==> src/hw/rtl/s57trg_pkg.sv <==
// ----------------------------------------------------------------------------
// s57trg_pkg
// Shared types, panel constants and the 5x7 font table of the scaled text
// rectangle generator.
// ----------------------------------------------------------------------------
package s57trg_pkg;

  localparam int H_RES   = 240;
  localparam int V_RES   = 240;
  localparam int COORD_W = 12;
  localparam int CURSOR_MAX = 1023;
  localparam int GLYPH_ROWS = 7;
  localparam int GLYPH_COLS = 5;
  localparam int GLYPH_BITS = GLYPH_ROWS * GLYPH_COLS;

  typedef logic signed [COORD_W-1:0] coord_t;
  typedef logic [GLYPH_BITS-1:0]     glyph_t;

  typedef enum logic [2:0] {
    ST_IDLE  = 3'b001,
    ST_RUN   = 3'b010,
    ST_FLUSH = 3'b100
  } state_t;

  // Rows top first, each row left column in its MSB; unknown codes are blank.
  function automatic glyph_t glyph_bits(input logic [7:0] code);
    glyph_t g;
    unique case (code)
      8'h41: g = {5'h0E, 5'h11, 5'h11, 5'h1F, 5'h11, 5'h11, 5'h11};
      8'h42: g = {5'h1E, 5'h11, 5'h11, 5'h1E, 5'h11, 5'h11, 5'h1E};
      8'h43: g = {5'h0E, 5'h11, 5'h10, 5'h10, 5'h10, 5'h11, 5'h0E};
      8'h44: g = {5'h1E, 5'h11, 5'h11, 5'h11, 5'h11, 5'h11, 5'h1E};
      8'h47: g = {5'h0E, 5'h11, 5'h10, 5'h17, 5'h11, 5'h11, 5'h0E};
      8'h49: g = {5'h1F, 5'h04, 5'h04, 5'h04, 5'h04, 5'h04, 5'h1F};
      8'h4D: g = {5'h11, 5'h1B, 5'h15, 5'h15, 5'h11, 5'h11, 5'h11};
      8'h4E: g = {5'h11, 5'h19, 5'h15, 5'h13, 5'h11, 5'h11, 5'h11};
      8'h4F: g = {5'h0E, 5'h11, 5'h11, 5'h11, 5'h11, 5'h11, 5'h0E};
      8'h50: g = {5'h1E, 5'h11, 5'h11, 5'h1E, 5'h10, 5'h10, 5'h10};
      8'h52: g = {5'h1E, 5'h11, 5'h11, 5'h1E, 5'h14, 5'h12, 5'h11};
      8'h53: g = {5'h0F, 5'h10, 5'h10, 5'h0E, 5'h01, 5'h01, 5'h1E};
      8'h54: g = {5'h1F, 5'h04, 5'h04, 5'h04, 5'h04, 5'h04, 5'h04};
      8'h55: g = {5'h11, 5'h11, 5'h11, 5'h11, 5'h11, 5'h11, 5'h0E};
      8'h58: g = {5'h11, 5'h0A, 5'h04, 5'h04, 5'h04, 5'h0A, 5'h11};
      8'h59: g = {5'h11, 5'h0A, 5'h04, 5'h04, 5'h04, 5'h04, 5'h04};
      8'h5A: g = {5'h1F, 5'h01, 5'h02, 5'h04, 5'h08, 5'h10, 5'h1F};
      8'h61: g = {5'h00, 5'h00, 5'h0E, 5'h01, 5'h0F, 5'h11, 5'h0F};
      8'h64: g = {5'h01, 5'h01, 5'h0F, 5'h11, 5'h11, 5'h11, 5'h0F};
      8'h67: g = {5'h00, 5'h0F, 5'h11, 5'h11, 5'h0F, 5'h01, 5'h0E};
      8'h69: g = {5'h04, 5'h00, 5'h0C, 5'h04, 5'h04, 5'h04, 5'h0E};
      8'h6D: g = {5'h00, 5'h00, 5'h1A, 5'h15, 5'h15, 5'h15, 5'h15};
      8'h6E: g = {5'h00, 5'h00, 5'h1E, 5'h11, 5'h11, 5'h11, 5'h11};
      8'h6F: g = {5'h00, 5'h00, 5'h0E, 5'h11, 5'h11, 5'h11, 5'h0E};
      8'h72: g = {5'h00, 5'h00, 5'h16, 5'h18, 5'h10, 5'h10, 5'h10};
      8'h74: g = {5'h08, 5'h08, 5'h1E, 5'h08, 5'h08, 5'h09, 5'h06};
      8'h75: g = {5'h00, 5'h00, 5'h11, 5'h11, 5'h11, 5'h13, 5'h0D};
      8'h30: g = {5'h0E, 5'h11, 5'h13, 5'h15, 5'h19, 5'h11, 5'h0E};
      8'h31: g = {5'h04, 5'h0C, 5'h04, 5'h04, 5'h04, 5'h04, 5'h0E};
      8'h32: g = {5'h0E, 5'h11, 5'h01, 5'h02, 5'h04, 5'h08, 5'h1F};
      8'h33: g = {5'h1E, 5'h01, 5'h01, 5'h0E, 5'h01, 5'h01, 5'h1E};
      8'h34: g = {5'h02, 5'h06, 5'h0A, 5'h12, 5'h1F, 5'h02, 5'h02};
      8'h35: g = {5'h1F, 5'h10, 5'h10, 5'h1E, 5'h01, 5'h01, 5'h1E};
      8'h36: g = {5'h0E, 5'h10, 5'h10, 5'h1E, 5'h11, 5'h11, 5'h0E};
      8'h37: g = {5'h1F, 5'h01, 5'h02, 5'h04, 5'h08, 5'h08, 5'h08};
      8'h38: g = {5'h0E, 5'h11, 5'h11, 5'h0E, 5'h11, 5'h11, 5'h0E};
      8'h39: g = {5'h0E, 5'h11, 5'h11, 5'h0F, 5'h01, 5'h01, 5'h0E};
      8'h3A: g = {5'h00, 5'h04, 5'h04, 5'h00, 5'h04, 5'h04, 5'h00};
      8'h2E: g = {5'h00, 5'h00, 5'h00, 5'h00, 5'h00, 5'h06, 5'h06};
      8'h2D: g = {5'h00, 5'h00, 5'h00, 5'h1F, 5'h00, 5'h00, 5'h00};
      8'h25: g = {5'h19, 5'h1A, 5'h02, 5'h04, 5'h08, 5'h0B, 5'h13};
      default: g = '0;
    endcase
    return g;
  endfunction

endpackage

==> src/hw/rtl/scaled_5x7_text_rectangle_generator_top.sv <==
// ----------------------------------------------------------------------------
// scaled_5x7_text_rectangle_generator_top
// Turns one character word into up to 35 clipped fill rectangle words, one
// glyph cell per cycle while the output is not stalled, through a registered output stage.
// ----------------------------------------------------------------------------
// A new character is accepted only in idle, after the cell steps and the flush
//   of the one before; output stalls hold the cell walk.
// The first rectangle word waits in the pending register until the next
//   visible cell or the flush moves it to the output register; the cell
//   sequencer walks the columns of each row, row by row, with one adder pair.
// Reset: rst clears the sequencer, the output valid and the cursor to 0.
// ----------------------------------------------------------------------------
module scaled_5x7_text_rectangle_generator_top
  import s57trg_pkg::*;
(
  input  logic               clk,
  input  logic               rst,
  input  logic               in_valid,
  output logic               in_ready,
  input  logic               begin_text,
  input  logic signed [10:0] start_x,
  input  logic signed [10:0] top_y,
  input  logic [7:0]         char_code,
  input  logic [15:0]        fg_color,
  input  logic [15:0]        bg_color,
  input  logic [3:0]         scale,
  output logic               out_valid,
  input  logic               out_ready,
  output logic [7:0]         rect_x1,
  output logic [7:0]         rect_y1,
  output logic [7:0]         rect_x2,
  output logic [7:0]         rect_y2,
  output logic [15:0]        fill_color,
  output logic               last_rect
);

  localparam coord_t H_MAX = COORD_W'(H_RES);
  localparam coord_t V_MAX = COORD_W'(V_RES);
  localparam coord_t C_MAX = COORD_W'(CURSOR_MAX);

  state_t      state;
  coord_t      cursor_x;
  coord_t      x_base;
  coord_t      xc;
  coord_t      yc;
  logic [2:0]  col;
  logic [2:0]  row;
  glyph_t      glyph;
  logic [15:0] fg;
  logic [15:0] bg;
  logic [3:0]  s;

  logic        pend_valid;
  logic [7:0]  pend_x1;
  logic [7:0]  pend_y1;
  logic [7:0]  pend_x2;
  logic [7:0]  pend_y2;
  logic [15:0] pend_color;

  coord_t      x_sel;
  coord_t      cursor_sum;
  coord_t      cursor_next;
  coord_t      s_ext;
  coord_t      xe;
  coord_t      ye;
  coord_t      x1c;
  coord_t      y1c;
  coord_t      x2c;
  coord_t      y2c;
  logic        cell_ok;
  logic        out_free;
  logic        in_acc;
  logic        stall;
  logic        last_cell;
  logic        load_out;
  logic        load_last;

  assign in_ready = (state == ST_IDLE);
  assign in_acc   = in_valid && in_ready;
  assign out_free = !out_valid || out_ready;

  assign x_sel       = begin_text ? coord_t'(start_x) : cursor_x;
  assign cursor_sum  = x_sel + coord_t'({scale, 2'b00}) + coord_t'({scale, 1'b0});
  assign cursor_next = (cursor_sum > C_MAX) ? C_MAX : cursor_sum;

  assign s_ext   = coord_t'({1'b0, s});
  assign xe      = xc + s_ext;
  assign ye      = yc + s_ext;
  assign x1c     = (xc < 0) ? '0 : xc;
  assign y1c     = (yc < 0) ? '0 : yc;
  assign x2c     = (xe > H_MAX) ? H_MAX : xe;
  assign y2c     = (ye > V_MAX) ? V_MAX : ye;
  assign cell_ok = (x2c > x1c) && (y2c > y1c);

  assign last_cell = (row == 3'(GLYPH_ROWS - 1)) && (col == 3'(GLYPH_COLS - 1));
  assign stall     = (state == ST_RUN) && cell_ok && pend_valid && !out_free;
  assign load_out  = (state == ST_RUN) && cell_ok && pend_valid && out_free;
  assign load_last = (state == ST_FLUSH) && pend_valid && out_free;

  always_ff @(posedge clk) begin
    if (rst) begin
      state      <= ST_IDLE;
      cursor_x   <= '0;
      pend_valid <= 1'b0;
    end else begin
      unique case (state)
        ST_IDLE: begin
          if (in_acc) begin
            cursor_x <= cursor_next;
            state    <= ST_RUN;
          end
        end
        ST_RUN: begin
          if (!stall) begin
            if (cell_ok) begin
              pend_valid <= 1'b1;
            end
            if (last_cell) begin
              state <= ST_FLUSH;
            end
          end
        end
        ST_FLUSH: begin
          if (!pend_valid) begin
            state <= ST_IDLE;
          end else if (out_free) begin
            pend_valid <= 1'b0;
            state      <= ST_IDLE;
          end
        end
        default: state <= ST_IDLE;
      endcase
    end
  end

  // Sequencer datapath: latch the word, then walk the cells.
  always_ff @(posedge clk) begin
    if (in_acc) begin
      x_base <= x_sel;
      xc     <= x_sel;
      yc     <= coord_t'(top_y);
      col    <= '0;
      row    <= '0;
      glyph  <= glyph_bits(char_code);
      fg     <= fg_color;
      bg     <= bg_color;
      s      <= scale;
    end else if (state == ST_RUN && !stall) begin
      glyph <= {glyph[GLYPH_BITS-2:0], 1'b0};
      if (col == 3'(GLYPH_COLS - 1)) begin
        col <= '0;
        row <= row + 3'd1;
        xc  <= x_base;
        yc  <= ye;
      end else begin
        col <= col + 3'd1;
        xc  <= xe;
      end
      if (cell_ok) begin
        pend_x1    <= x1c[7:0];
        pend_y1    <= y1c[7:0];
        pend_x2    <= x2c[7:0];
        pend_y2    <= y2c[7:0];
        pend_color <= glyph[GLYPH_BITS-1] ? fg : bg;
      end
    end
  end

  always_ff @(posedge clk) begin
    if (rst) begin
      out_valid <= 1'b0;
    end else if (load_out || load_last) begin
      out_valid <= 1'b1;
    end else if (out_ready) begin
      out_valid <= 1'b0;
    end
  end

  always_ff @(posedge clk) begin
    if (load_out || load_last) begin
      rect_x1    <= pend_x1;
      rect_y1    <= pend_y1;
      rect_x2    <= pend_x2;
      rect_y2    <= pend_y2;
      fill_color <= pend_color;
      last_rect  <= load_last;
    end
  end

  a_idle_no_pend: assert property (@(posedge clk) disable iff (rst)
    (state == ST_IDLE) |-> !pend_valid)
    else $error("held rectangle left over in idle");

  a_accept_runs: assert property (@(posedge clk) disable iff (rst)
    in_acc |=> (state == ST_RUN) && (col == 3'd0) && (row == 3'd0))
    else $error("accepted word did not start the cell walk");

  a_cell_range: assert property (@(posedge clk) disable iff (rst)
    (state == ST_RUN) |-> (col < 3'(GLYPH_COLS)) && (row < 3'(GLYPH_ROWS)))
    else $error("cell counters out of range");

  a_cursor_sat: assert property (@(posedge clk) disable iff (rst)
    cursor_x <= C_MAX)
    else $error("cursor above saturation limit");

  a_last_flush: assert property (@(posedge clk) disable iff (rst)
    load_last |=> (state == ST_IDLE) && out_valid && last_rect)
    else $error("final rectangle not marked last");

endmodule

==> config.mk <==
export PLATFORM = sky130hd
export DESIGN_NAME = scaled_5x7_text_rectangle_generator_top
export DESIGN_NICKNAME = d
export VERILOG_FILES = /design/src/hw/rtl/s57trg_pkg.sv /design/src/hw/rtl/scaled_5x7_text_rectangle_generator_top.sv
export SDC_FILE = /design/constraint.sdc
export NUM_CORES = 1
export LEC_CHECK = 0
export BUFFER_PORTS_ARGS = -buffer_cell sky130_fd_sc_hd__buf_4
export CAP_MARGIN = 20
export CORE_ASPECT_RATIO = 1.75
export CORE_MARGIN = 1.5
export CORE_UTILIZATION = 55
export CTS_BUF_LIST = sky130_fd_sc_hd__clkbuf_8
export CTS_CLUSTER_DIAMETER = 30
export CTS_CLUSTER_SIZE = 40
export DETAILED_ROUTE_END_ITERATION = 16
export GPL_TIMING_DRIVEN = 0
export PLACE_DENSITY = 0.78
export SLEW_MARGIN = 20
export SYNTH_ARGS = -nofsm -noshare
export SYNTH_HDL_FRONTEND = slang
export SYNTH_MEMORY_MAX_BITS = 65536
export SYNTH_SLANG_ARGS = --single-unit
==> constraint.sdc <==
create_clock -name clk -period 6.9 [get_ports clk]
set_input_delay 0.345 -clock clk [delete_from_list [all_inputs] [get_ports clk]]
set_output_delay 0.345 -clock clk [all_outputs]
set_load 0.05 [all_outputs]
==> results.tsv <==
metric	value	unit
outcome	finished clean	
irDropWorstVdd	0.1422	mV
overflow	0	
synthXorXnorAreaFrac	0.02456	
gp_congestion	1.093	
final_cells	1604	
switching_share	0.3524	
async_flop_share	0	
power_density	269.0	mW/mm²
numCtsBuffers	24	
relSlewSlack	0.3548	
drv_cap	0	
p_switching	1.367	mW
synth_top_family_by_area	compound AO/OA/AOI/OAI gates	
ys_top_cells_by_area	edfxtp_1, ha_1, nand2_1, dfxtp_1, a21oi_1	
worstSetupPathType	register to register	
synthAdderAreaFrac	0.05890	
whs	0.01732	ns
yosys_warnings	0	
wl_per_cell	26.37	µm
rows	71	
worst-slew-pin-transition	0.9645	ns
synth-simple-area-share	0.1424	
synth_seq_cells	227	
dp_hpwl	31.05	mm
finalHoldViolCount	0	
port_buffers	119	
postPlaceCellArea	0.01346	mm²
via_per_inst	6.310	
post_cts_resized	0	
synth_compound_area_frac	0.1614	
required	7.21	ns
path_max_fanout	11	
power.leakage	5.459	nW
die_w	114.8	µm
fmax	157.2	MHz
clockBufferDepth	3	
postLayoutCoreUtil	0.6708	
regArea	0.006586	mm²
end_kind	register	
synth_fp_nets	1226	
drcViolationCount	0	
synth_mux_area_frac	0.03122	
finalCritPeriodShare	0.9220	
cts_setup_buffers	0	
path_clk_slew	0.11	ns
seq_power_share	0.448	
drt_iter0_markers	771	
final_layout_size_suffix_gt1_frac	0.1840	
post_synth_num_cell_types	89	
die_area	0.02279	mm²
fin_skew	0.03290	ns
p_clk_frac	0.271	
hp-class	primary input to register	
synth_ff_type	edfxtp_1	
ctsHoldBuffers	36	
postSynthAreaPerCell	10.91	µm²
finalSetupViolCount	0	
yosys.area.top_type	edfxtp_1	
dr.pass1.iters	7	
grt_pass1_vias	10746	
syn-instance-count	1102	
hold_path_startpoint	top_y[1]	
track_usage	0.3825	
dp_cells	1522	
floorplan.initialDensity	0.5592	
synth_edf_count	204	
r2r-start	s[3]	
dp_slack	0.9737	ns
fin_crit	6.362	ns
worst_ep_arrival_time	6.67	ns
vias	10122	
multi_input_area	0.005075	mm²
io_pins	122	
syn_to_final_growth	19.95	%
p_int	2.512	mW
routed_wl	42.30	mm
cts.sinks	227	
fin_nets	1416	
clk_latency	0.61	ns
syn_area	0.01202	mm²
grt_max_degree	34	
antenna_found_initial	1	
n_fill_cell	1591	
seq_area_frac_synth	0.5478	
htreeDepth	1	
maxSlewViolCount	0	
grt_pass1_wl	63.18	mm
stdcell_area	0.01442	mm²
cts-root-buf	clkbuf_8	
setup.worst_path.start_class	register	
die_y	198.6	µm
cts_tree	done	
core_area	0.02150	mm²
synth_top_area_frac	0.5095	
rsz0062_at_grt	false	
crit_start	s[3]	
fin_ws	0.5382	ns
comb_power_share	0.281	
antenna_left	0	
## per-stage QoR
stage | TNS, ns | power (mW)
2_1_floorplan | -5.504 | 2.449
3_3_place_gp | -188.91 | 2.736
3_5_place_dp | 0 | 2.785
4_1_cts | 0 | 3.830
5_1_grt | 0 | 4.017
6_report | 0 | 3.879
## worst paths after layout
check,slack [ns],endpoint,cells past startpoint
worst min-delay path,0.02,yc[1],3
worst min register to register,0.42,rect_y2[5],0
worst max register to register,0.54,pend_y1[6],23
worst max-delay path,0.54,pend_y1[6],23
## per-layer routing
metal | GRT usage | share of wire
met5 | 0 | 0
met4 | 0.3384 | 0.10
met3 | 0.06033 | 0.055
met2 | 0.7097 | 0.54
met1 | 0.3509 | 0.31
## power by group through the flow
stage | Clock (mW) | Combinational, mW | Sequential [mW]
after CTS | 1.05 | 1.05 | 1.73
after detailed placement | 0 | 1.02 | 1.76
after global placement | 0 | 0.974 | 1.76
after global routing | 1.10 | 1.17 | 1.75
final | 1.05 | 1.09 | 1.74
after floorplan | 0 | 0.703 | 1.75
## registers in the layout, indices dropped and copies added, names as in the netlist
name	flops
bg	16
col	3
cursor_x	12
fg	16
fill_color	16
glyph	35
last_rect	1
out_valid	1
pend_color	16
pend_valid	1
pend_x1	8
pend_x2	8
pend_y1	8
pend_y2	8
rect_x1	8
rect_x2	8
rect_y1	8
rect_y2	8
row	3
s	4
state	3
x_base	12
xc	12
yc	12
## cells in the final DEF, fill, tap and decap left out, drive strengths merged, types with 5 or more instances in the layout
cell         Yosys  layout
dlygate4sd3      0      36
nand4            6       6
mux2i            9       9
and3             5       5
and2             9       9
clkbuf          48      72
edfxtp         204     204
nor4             5       5
ha              47      47
nor2b           13      13
nand3           25      25
o22ai            7       7
a22o             8       8
a31oi           12      12
mux2            25      25
o21ai           70      70
xnor2           19      19
inv             43      57
dfxtp           23      23
nor2           102     102
a211oi          15      15
buf             10     138
xor2            13      13
nand2b          25      25
clkinv           1       6
o211ai          14      14
a21oi           88      88
fa               6       6
nand2          134     134
nor3            11      11
o31ai           16      16
a21o            11      11
o21a             6       6
## Yosys cell counts (6+ instances only)
master    instances
a211oi_1         13
a21o_1           11
a21oi_1          87
a22o_1            8
a31oi_1          11
and2_1            8
buf_1             7
clkbuf_1         47
dfxtp_1          23
edfxtp_1        204
fa_1              6
ha_1             47
inv_1            43
mux2_2           24
mux2i_1           9
nand2_1         130
nand2b_1         25
nand3_1          23
nor2_1          102
nor2b_1          13
nor3_1           10
o211ai_1         14
o21a_1            6
o21ai_0          66
o22ai_1           7
o31ai_1          16
xnor2_1          19
xor2_1           11
## final cells by class
cell class                      instances  area share
Inverter                               44     0.01145
Tap cell                              292     0.02533
Sequential cell                       227      0.4567
Antenna cell                            2   0.0003470
Multi-Input combinational cell        773      0.3519
Clock buffer                           24     0.02290
Buffer                                 58     0.01674
Clock inverter                         20     0.01848
Timing Repair Buffer                  164     0.09613
## logic make-up (layout without fill, tap and decap cells)
logic type / after synthesis / count (layout)
AND/OR/NAND/NOR: 357 / 357
AO/OA/AOI/OAI: 297 / 297
adder cells (fa/ha/maj): 53 / 53
multiplexers: 34 / 34
buffers and inverters: 102 / 310
other: 0 / 2
flip-flops: 227 / 227
XOR/XNOR: 32 / 32
## worst max-delay path, cell delays in order (launching register included)
cell      delay [ns]
edfxtp_1        0.47
ha_1            0.40
o21ai_1         0.11
o21bai_1        0.41
nand2_1         0.17
xor2_1          0.24
a31oi_1         0.33
nand3_1         0.17
a21oi_2         0.26
nor2_1          0.12
ha_1            0.35
nand2_1         0.06
o21ai_1         0.18
a21oi_1         0.12
o211a_1         0.25
o21ai_1         0.36
nand4_1         0.22
a31oi_4         0.29
nand3_2         0.22
nor3_2          0.39
buf_4           0.27
buf_4           0.22
buf_4           0.22
buf_4           0.22
Power figures use the tool's default switching activity.
